[src/rtl/pce_pkg.sv]
package pce_pkg;

  // Table sizes and word widths.
  localparam int MAX_SEGMENTS = 16;
  localparam int VALUE_WIDTH  = 32;
  localparam int RES_W        = 48;
  localparam int COEF_PER_SEG = 12;
  localparam int BP_DEPTH     = MAX_SEGMENTS + 1;
  localparam int COEF_DEPTH   = MAX_SEGMENTS * COEF_PER_SEG;
  localparam int BP_AW        = $clog2(BP_DEPTH);
  localparam int COEF_AW      = $clog2(COEF_DEPTH);
  localparam int SEG_W        = 4;
  localparam int CNT_W        = 5;
  localparam int TOL_W        = 16;
  localparam int CMP_W        = VALUE_WIDTH + 2;
  localparam int MUL_CHUNK    = 16;
  localparam int MUL_STEPS    = RES_W / MUL_CHUNK;

  // Input operation codes.
  localparam logic [1:0] OP_LOAD_BP   = 2'd0;
  localparam logic [1:0] OP_LOAD_COEF = 2'd1;
  localparam logic [1:0] OP_EVAL      = 2'd2;

  // Configuration register indexes.
  localparam logic CFG_SEGMENT_COUNT = 1'b0;
  localparam logic CFG_TOLERANCE     = 1'b1;

  localparam logic signed [RES_W-1:0] RES_MAX = {1'b0, {(RES_W-1){1'b1}}};
  localparam logic signed [RES_W-1:0] RES_MIN = {1'b1, {(RES_W-1){1'b0}}};

  typedef enum logic [3:0] {
    ST_IDLE, ST_LO, ST_HI, ST_SRCH, ST_START, ST_S2, ST_S2W, ST_S3, ST_S3W,
    ST_RDB, ST_BASE, ST_RDT, ST_MST, ST_MWT, ST_NEXT, ST_EMIT
  } pce_state_t;

  // Request to the shared multiplier.
  typedef struct packed {
    logic                    start;
    logic signed [RES_W-1:0] a;
    logic signed [RES_W-1:0] b;
  } pce_mul_req_t;

  // Clamp a wider signed value to the result range.
  function automatic logic signed [RES_W-1:0] sat48(input logic signed [RES_W+3:0] v);
    logic signed [RES_W+3:0] hi;
    logic signed [RES_W+3:0] lo;
    hi = {{4{RES_MAX[RES_W-1]}}, RES_MAX};
    lo = {{4{RES_MIN[RES_W-1]}}, RES_MIN};
    if (v > hi) begin
      return RES_MAX;
    end else if (v < lo) begin
      return RES_MIN;
    end
    return v[RES_W-1:0];
  endfunction

  // Word address of one coefficient in the coefficient memory.
  function automatic logic [COEF_AW-1:0] coef_addr(input logic [SEG_W-1:0] seg,
                                                   input logic [1:0] ax,
                                                   input logic [1:0] pw);
    logic [COEF_AW-1:0] base;
    base = COEF_AW'(seg) * COEF_AW'(COEF_PER_SEG);
    return base + COEF_AW'({ax, 2'b00}) + COEF_AW'(pw);
  endfunction

endpackage

[src/rtl/pce_mul.sv]
module pce_mul import pce_pkg::*; (
  input  logic                    clk,
  input  logic                    rst,
  input  pce_mul_req_t            req,
  output logic                    done,
  output logic signed [RES_W-1:0] p
);

  logic [RES_W-1:0]     ua;
  logic [RES_W-1:0]     ub;
  logic [2*RES_W-1:0]   acc;
  logic                 neg;
  logic [1:0]           cnt;
  logic [RES_W-1:0]     ua_in;
  logic [RES_W-1:0]     ub_in;
  logic [RES_W+MUL_CHUNK-1:0] part;
  logic [2*RES_W-MUL_CHUNK-1:0] mag;
  logic                 big;

  // Operand magnitudes; the most negative value maps to its exact magnitude.
  assign ua_in = req.a[RES_W-1] ? (~req.a + 1'b1) : req.a;
  assign ub_in = req.b[RES_W-1] ? (~req.b + 1'b1) : req.b;

  // One sixteen-bit digit of the second operand per cycle, top digit first.
  assign part = ua * ub[RES_W-1:RES_W-MUL_CHUNK];

  always_ff @(posedge clk) begin
    if (rst) begin
      cnt  <= 2'd0;
      done <= 1'b0;
    end else if (req.start) begin
      cnt  <= 2'(MUL_STEPS);
      done <= 1'b0;
    end else if (cnt != 2'd0) begin
      cnt  <= cnt - 2'd1;
      done <= (cnt == 2'd1);
    end else begin
      done <= 1'b0;
    end
  end

  always_ff @(posedge clk) begin
    if (req.start) begin
      ua  <= ua_in;
      ub  <= ub_in;
      neg <= req.a[RES_W-1] ^ req.b[RES_W-1];
      acc <= '0;
    end else if (cnt != 2'd0) begin
      acc <= {acc[2*RES_W-MUL_CHUNK-1:0], {MUL_CHUNK{1'b0}}}
             + (2*RES_W)'(part);
      ub  <= {ub[RES_W-MUL_CHUNK-1:0], {MUL_CHUNK{1'b0}}};
    end
  end

  // Drop the fraction, truncating towards zero, and clamp to the result range.
  assign mag = acc[2*RES_W-1:MUL_CHUNK];
  assign big = (mag[2*RES_W-MUL_CHUNK-1:RES_W-1] != '0);

  always_comb begin
    if (neg) begin
      p = big ? RES_MIN : (~mag[RES_W-1:0] + 1'b1);
    end else begin
      p = big ? RES_MAX : mag[RES_W-1:0];
    end
  end

  a_start_load: assert property (@(posedge clk) disable iff (rst)
    req.start |=> (cnt == 2'(MUL_STEPS)))
    else $error("multiplier did not load its step count");

  a_done_idle: assert property (@(posedge clk) disable iff (rst)
    done |-> (cnt == 2'd0))
    else $error("multiplier flagged done while still stepping");

  a_count_down: assert property (@(posedge clk) disable iff (rst)
    (cnt != 2'd0 && !req.start) |=> (cnt == $past(cnt) - 2'd1))
    else $error("multiplier step count skipped");

endmodule

[config.mk]
export PLATFORM = sky130hd
export DESIGN_NAME = pce_mul
export DESIGN_NICKNAME = d
export VERILOG_FILES = /design/src/rtl/pce_pkg.sv /design/src/rtl/pce_mul.sv
export SDC_FILE = /design/constraint.sdc
export NUM_CORES = 2
export LEC_CHECK = 0
export ABC_AREA = 1
export BUFFER_PORTS_ARGS = -buffer_cell sky130_fd_sc_hd__buf_2
export CAP_MARGIN = 15
export CORE_MARGIN = 2
export CORE_UTILIZATION = 40
export CTS_CLUSTER_SIZE = 12
export DETAILED_ROUTE_END_ITERATION = 16
export RECOVER_POWER = 50
export SKIP_LAST_GASP = 1
export SLEW_MARGIN = 20
export SYNTH_ARGS = -nofsm -noshare
export SYNTH_HDL_FRONTEND = slang
export SYNTH_SLANG_ARGS = --single-unit
[constraint.sdc]
create_clock -name clk -period 7.65 [get_ports clk]
set_input_delay 0.765 -clock clk [delete_from_list [all_inputs] [get_ports clk]]
set_output_delay 0.765 -clock clk [all_outputs]
set_load 0.05 [all_outputs]
---- After elaboration in Yosys (flattened, before gate mapping) ----
Index checks and enable logic that the tools add are counted.
operators by class
  eq/ne operators ......................... 1
  $mul .................................... 1
  add/subtract/negate cells ............... 5
  muxes and demuxes ....................... 9
  bitwise operators ....................... 5
  reductions and logical operators ........ 4
operators with widths
  operator               number
  $mux 48                6
  $add 48x1->48 const B  3
  $not 48->48            3
  $add 96x64->96         1
  $mul 48x16->64         1
  $mux 47                1
  $reduce_bool 33->1     1
  $mux 2                 2
  $reduce_bool 2->1      2
  $reduce_or 3->1        1
  $eq 2x1->1 const B     1
  $sub 2x1->2 const B    1
  $not 1->1              1
  $xor 1x1->1            1
word-level totals
  word-level logic and storage cells ...... 32
  input port bits ......................... 99
  output and inout bits ................... 49
  bits in registers ....................... 196

---- Longest topological paths before layout ----
  depth after elaboration ................. 4
  depth in mapped cells ................... 32
  depth with buffers taken out ............ 31

---- Least setup slack after synthesis ----
Ideal clock, no wire load.
  kind .................................... register to register
  start point ............................. register ub[36]
  end point ............................... register acc[60]
  required time ........................... 7.448 ns
  data arrival time ....................... 5.555 ns
  path buffers ............................ 2
  stages on the path, launching flop included .. 28
  path slack .............................. 1.893 ns
  library setup time ...................... 0.202 ns
  clock period less this slack ............ 5.757 ns
  cell sequence ........................... edfxtp_1 -> clkbuf_1 -> clkbuf_1 -> nand2_1 -> fa_1 -> inv_1 -> fa_1 -> inv_1 -> fa_1 -> inv_1 -> fa_1 -> fa_1 -> inv_1 -> fa_1 -> inv_1 -> ha_1 -> nand2_1 -> nor2_1 -> inv_1 -> nor2_1 -> and2_1 -> nand2_1 -> inv_1 -> nand2_1 -> nand2_1 -> nand2_1 -> nand2_1 -> o22ai_1
on the way
  cells in the longest elaborated chain, start to end .. 2
ends and longest elaborated chain
  item                    line           source
  from (decl)             pce_mul.sv:10  logic [RES_W-1:0] ub;
  from (signal assigned)  pce_mul.sv:45  ub <= ub_in;
  from (signal assigned)  pce_mul.sv:51  ub <= {ub[RES_W-MUL_CHUNK-1:0], {MUL_CHUNK{1'b0}}};
  $mul 48x16->64          pce_mul.sv:25  assign part = ua * ub[RES_W-1:RES_W-MUL_CHUNK];
  $add 96x64->96          pce_mul.sv:50  + (2*RES_W)'(part);
  to (signal assigned)    pce_mul.sv:49  acc <= {acc[2*RES_W-MUL_CHUNK-1:0], {MUL_CHUNK{1'b0}}}
  to (decl)               pce_mul.sv:11  logic [2*RES_W-1:0] acc;
No other way between the ends.
A chain may end at the register's enable or synchronous reset.

---- Worst setup path in the final report ----
  start point ............................. register ub[44]
  end point ............................... register acc[46]
Same word-level chain as after synthesis.

==> results <==
- The depth of the worst hold-timing path is 2.
- By area, the combinational part of the netlist is dominated by adder cells.
- The post-detailed-placement half-perimeter wirelength is 121 mm.
- The post-synthesis average cell area is 6.89 sq um.
- The post-cts gate resize count is 0.
- The final sum of negative setup slack is 0 ns.
- At the worst endpoint, the arrival time is 7.47 ns.
- Of the total synthesized cell area, the portion taken by full adders, half adders and majority gates is 37.9%.
- The portion of netlist area occupied by mux cells is 0%.
- After Yosys synthesis, XOR and XNOR cells account for 2.74% of the synthesized area.
- Cells with a size suffix above 1 make up 5.25% of the layout.
- After Yosys synthesis, and, or, nand and nor cells account for 26.9% of the synthesized area.
- The routed wire length is 144 mm.
- Across the routed clock network, the largest skew measured is 0.0244 ns.
- At the worst endpoint, the required time is 8.00 ns.
- The H-tree was split into 4 levels.
- The number of pins with negative max-slew slack in the final report is 343.
- Counting the buffers created by CTS gives 17.
- The count of input and output buffers is 147.
- The compound-gate portion of the synthesized area is 3.86%.
- The floorplan has around 120 rows.
- Post-CTS timing repair inserted 0 buffers for setup.
- The number of enable flip-flop cells after synthesis is 97.
- After synthesis, the netlist uses a little under 50 different library cells.
- Summing every instance area after synthesis gives 41600 sq um.
- Counting every net in the synthesized netlist gives 6983.
- The area of the placeable core is between 100000 and 150000 sq um.
- The wire length on met2 is 64.5 mm.
- The pin count of the biggest net entering global routing is 75.
- The CTS tree is done.
- The share of synthesized flip-flops with an asynchronous set or reset is 0%.
- The run finished, with violations left.
- Compared with the post-synthesis result, the final layout area differs by 6.45%.
- Counting along the longest clock path gives a buffer depth of 2.
- The total die area is between 100000 and 150000 sq um.
- The global-route wire length before repair is 229 mm.
- Across the run, the number of max-cap violations was 8.
- The clock transition at the registers of the reported paths is 0.09 ns.
- The number of global-route vias before repair is 38.2k.
- Setup repair after global routing left no endpoint under its margin.
- The filler-free cell count of the finished design is 7418.
- The number of warnings printed during yosys synthesis is 0.
- After layout, the worst path uses roughly 93% of the clock period.
- The filler cell count in the final layout is around 11k.
- The sequential cell area is 4890 sq um.
- After clock tree synthesis, the flow added hold-fix buffers numbering 0.
- The cell type contributing the most total cell area after synthesis is sky130_fd_sc_hd__fa_1.
- The detailed-route wire length on metal 1 is ~65 mm.
- STA classifies the critical path startpoint as a flop.
- In this run the top signal layer used is met5.
- The measured slew at the worst slew-check pin is 3.91 ns.
- The top-area cell type share of the netlist area is 33.2%.
- The met3 wire length is 10.2 mm.
- CTS placed an instance of sky130_fd_sc_hd__clkbuf_16 at the clock tree root.
- The most instantiated flip-flop cell in the synthesis netlist is sky130_fd_sc_hd__dfxtp_1.
- Headroom to the max-slew limit came out at -161%.
- The number of clock sinks is 196.
- The kind of critical path is flop to flop.
- The initial antenna violation count is 3.
- The achievable clock frequency is around 0.14 GHz.
- In this run the worst hold path is classified as input port to flop.
- Counting instances in the post-synthesis netlist gives the leading cell types as sky130_fd_sc_hd__nand2_1 (1908), sky130_fd_sc_hd__inv_1 (1600), sky130_fd_sc_hd__fa_1 (690), sky130_fd_sc_hd__nor2_1 (366), sky130_fd_sc_hd__clkbuf_1 (221).
- The final layout net count is 6970.
- The remaining routing DRC violations is 0.
- After synthesis, flip-flops and latches occupy 11.8% of the total area.
- The number of cells after detailed placement is 7385.
- The die boundary height is 327 um.
- The type of element capturing the critical path is a flop.
- Dividing the detail-routed wire length by the instance count gives 19.4 um.
- Summing all multi-input logic gate instances after layout gives 29700 sq um.
- The count of nets left with antenna violations once routing finished came out at 0.
- The via count of the routed design is ~37k.
- The pre-antenna-repair detailed-routing pass consisted of 7 iterations.
- The flip-flop and latch count after synthesis is ~200.
- The insertion delay of the later-clocked pin in the worst-skew pair is 0.54 ns.
- The hold violation count in the final report is 0.
- In the post-synthesis netlist, the biggest area contributors are sky130_fd_sc_hd__fa_1 (33%), sky130_fd_sc_hd__nand2_1 (17%), sky130_fd_sc_hd__inv_1 (14%).
- The violation count after the first detailed-routing iteration is ~3.4k.
- The top-level I/O count is around 150.
- Setup violations remaining at the end of the flow were counted as 0.
- By instance count, the leading cell after synthesis is sky130_fd_sc_hd__nand2_1.
- The initial utilization of the core area, before any placement, comes to 40.3%.
- Global routing used 27.9% of the available tracks across all layers.
- In this run the horizontal extent of the chip is 327 um.
- Of all nets on the critical path, the largest fanout is 30.
- For the worst flop-to-flop path, the logic depth is 22.
- The final reports fail on max-capacitance violations, max-slew violations.
- The number of vias per cell is 5.03.
- Synthesis produced 6037 cells.
- The total grt overflow is 0.
- At the end of routability-driven placement, the weighted congestion stood at 1.01.
- The final critical path time including I/O delays and setup is a little over 7 ns.
-- per-stage QoR --
step	hold WS, ns	area, sq um	utilization, %	worst slack (ns)
6_report	0.434	44300	42.9	0.532
5_1_grt	0.431	44300	42.9	0.172
4_1_cts	0.418	44300	42.9	0.616
3_5_place_dp	0.444	43700	42.3	0.667
3_3_place_gp	0.440	43700	42.3	0.660
2_1_floorplan	0.426	41600	-	1.89
-- registers in the layout (all words and copies together) (netlist names) --
name  flops
cnt       2
ub       48
ua       48
acc      96
neg       1
done      1
-- cell usage in the layout (no fill, tap or decap), types with 3 or more instances in the layout --
cell type / n
sky130_fd_sc_hd__buf_2: 143
sky130_fd_sc_hd__nor2_1: 367
sky130_fd_sc_hd__xor2_1: 88
sky130_fd_sc_hd__nand2_4: 3
sky130_fd_sc_hd__inv_6: 3
sky130_fd_sc_hd__fa_1: 690
sky130_fd_sc_hd__or2_2: 8
sky130_fd_sc_hd__a21oi_1: 71
sky130_fd_sc_hd__xnor2_1: 42
sky130_fd_sc_hd__dfxtp_1: 99
sky130_fd_sc_hd__o21ai_0: 115
sky130_fd_sc_hd__o21a_1: 4
sky130_fd_sc_hd__clkbuf_16: 20
sky130_fd_sc_hd__inv_1: 1600
sky130_fd_sc_hd__buf_12: 9
sky130_fd_sc_hd__nand3_2: 5
sky130_fd_sc_hd__o22ai_1: 45
sky130_fd_sc_hd__nor3_1: 59
sky130_fd_sc_hd__nor3_2: 6
sky130_fd_sc_hd__and3_1: 4
sky130_fd_sc_hd__o21ai_1: 9
sky130_fd_sc_hd__nand3b_1: 16
sky130_fd_sc_hd__a31oi_1: 17
sky130_fd_sc_hd__nor2_4: 9
sky130_fd_sc_hd__o31ai_1: 19
sky130_fd_sc_hd__ha_1: 157
sky130_fd_sc_hd__and2_1: 7
sky130_fd_sc_hd__nand4_1: 57
sky130_fd_sc_hd__nand2_1: 1907
sky130_fd_sc_hd__nand2_2: 14
sky130_fd_sc_hd__nor2_2: 21
sky130_fd_sc_hd__nand3_1: 205
sky130_fd_sc_hd__buf_4: 49
sky130_fd_sc_hd__nor3_4: 5
sky130_fd_sc_hd__clkbuf_1: 12
sky130_fd_sc_hd__edfxtp_1: 97
sky130_fd_sc_hd__inv_2: 9
sky130_fd_sc_hd__nor4_1: 23
-- kinds of logic (layout without fill, tap and decap cells) --
group	Yosys count	count (layout)
compound gates	288	288
xor+xnor	130	130
fa+ha+maj	847	847
buf+inv	1856	1856
flops	196	196
other cells	0	1
simple gates	2720	2720
-- worst max-delay path, cell delays in order, from the launching register on --
cell                       delay (ns)
sky130_fd_sc_hd__edfxtp_1        0.71
sky130_fd_sc_hd__buf_4           0.46
sky130_fd_sc_hd__nand2_1         0.14
sky130_fd_sc_hd__fa_1            0.57
sky130_fd_sc_hd__inv_1           0.05
sky130_fd_sc_hd__fa_1            0.49
sky130_fd_sc_hd__fa_1            0.53
sky130_fd_sc_hd__fa_1            0.54
sky130_fd_sc_hd__fa_1            0.57
sky130_fd_sc_hd__inv_1           0.06
sky130_fd_sc_hd__fa_1            0.53
sky130_fd_sc_hd__inv_1           0.05
sky130_fd_sc_hd__ha_1            0.34
sky130_fd_sc_hd__nand2_1         0.12
sky130_fd_sc_hd__nor2_1          0.24
sky130_fd_sc_hd__nand2_1         0.13
sky130_fd_sc_hd__nor2_1          0.48
sky130_fd_sc_hd__and2_1          0.21
sky130_fd_sc_hd__nand2_1         0.08
sky130_fd_sc_hd__nand3b_1        0.22
sky130_fd_sc_hd__a21oi_1         0.09
sky130_fd_sc_hd__o21ai_0         0.17
sky130_fd_sc_hd__o21ai_0         0.14
-- worst paths after layout --
path	startpoint	endpoint	slack [ns]
max	ub[44]	acc[46]	0.53
min	rst	done	0.43
max reg2reg	ub[44]	acc[46]	0.53
min reg2reg	acc[90]	acc[90]	0.46
-- per-layer routing --
metal	global-route usage, %	vias up
li1	-	17424
met1	40.0	18341
met2	43.9	1314
met4	8.12	2
met3	3.86	202
met5	0	-
-- cell type report --
| cell class | count | share of cell area, % |
|---|---|---|
| Tap cell | 1380 | 3.90 |
| Multi-Input combinational cell | 3985 | 67.0 |
| Clock inverter | 9 | 0.203 |
| Antenna cell | 1 | 0.00565 |
| Timing Repair Buffer | 211 | 2.94 |
| Inverter | 1613 | 13.7 |
| Sequential cell | 196 | 11.1 |
| Clock buffer | 23 | 1.18 |
Power is left out: the tool's default activity adds up to more than one toggle a clock period on the data nets, which glitch-free logic cannot reach.
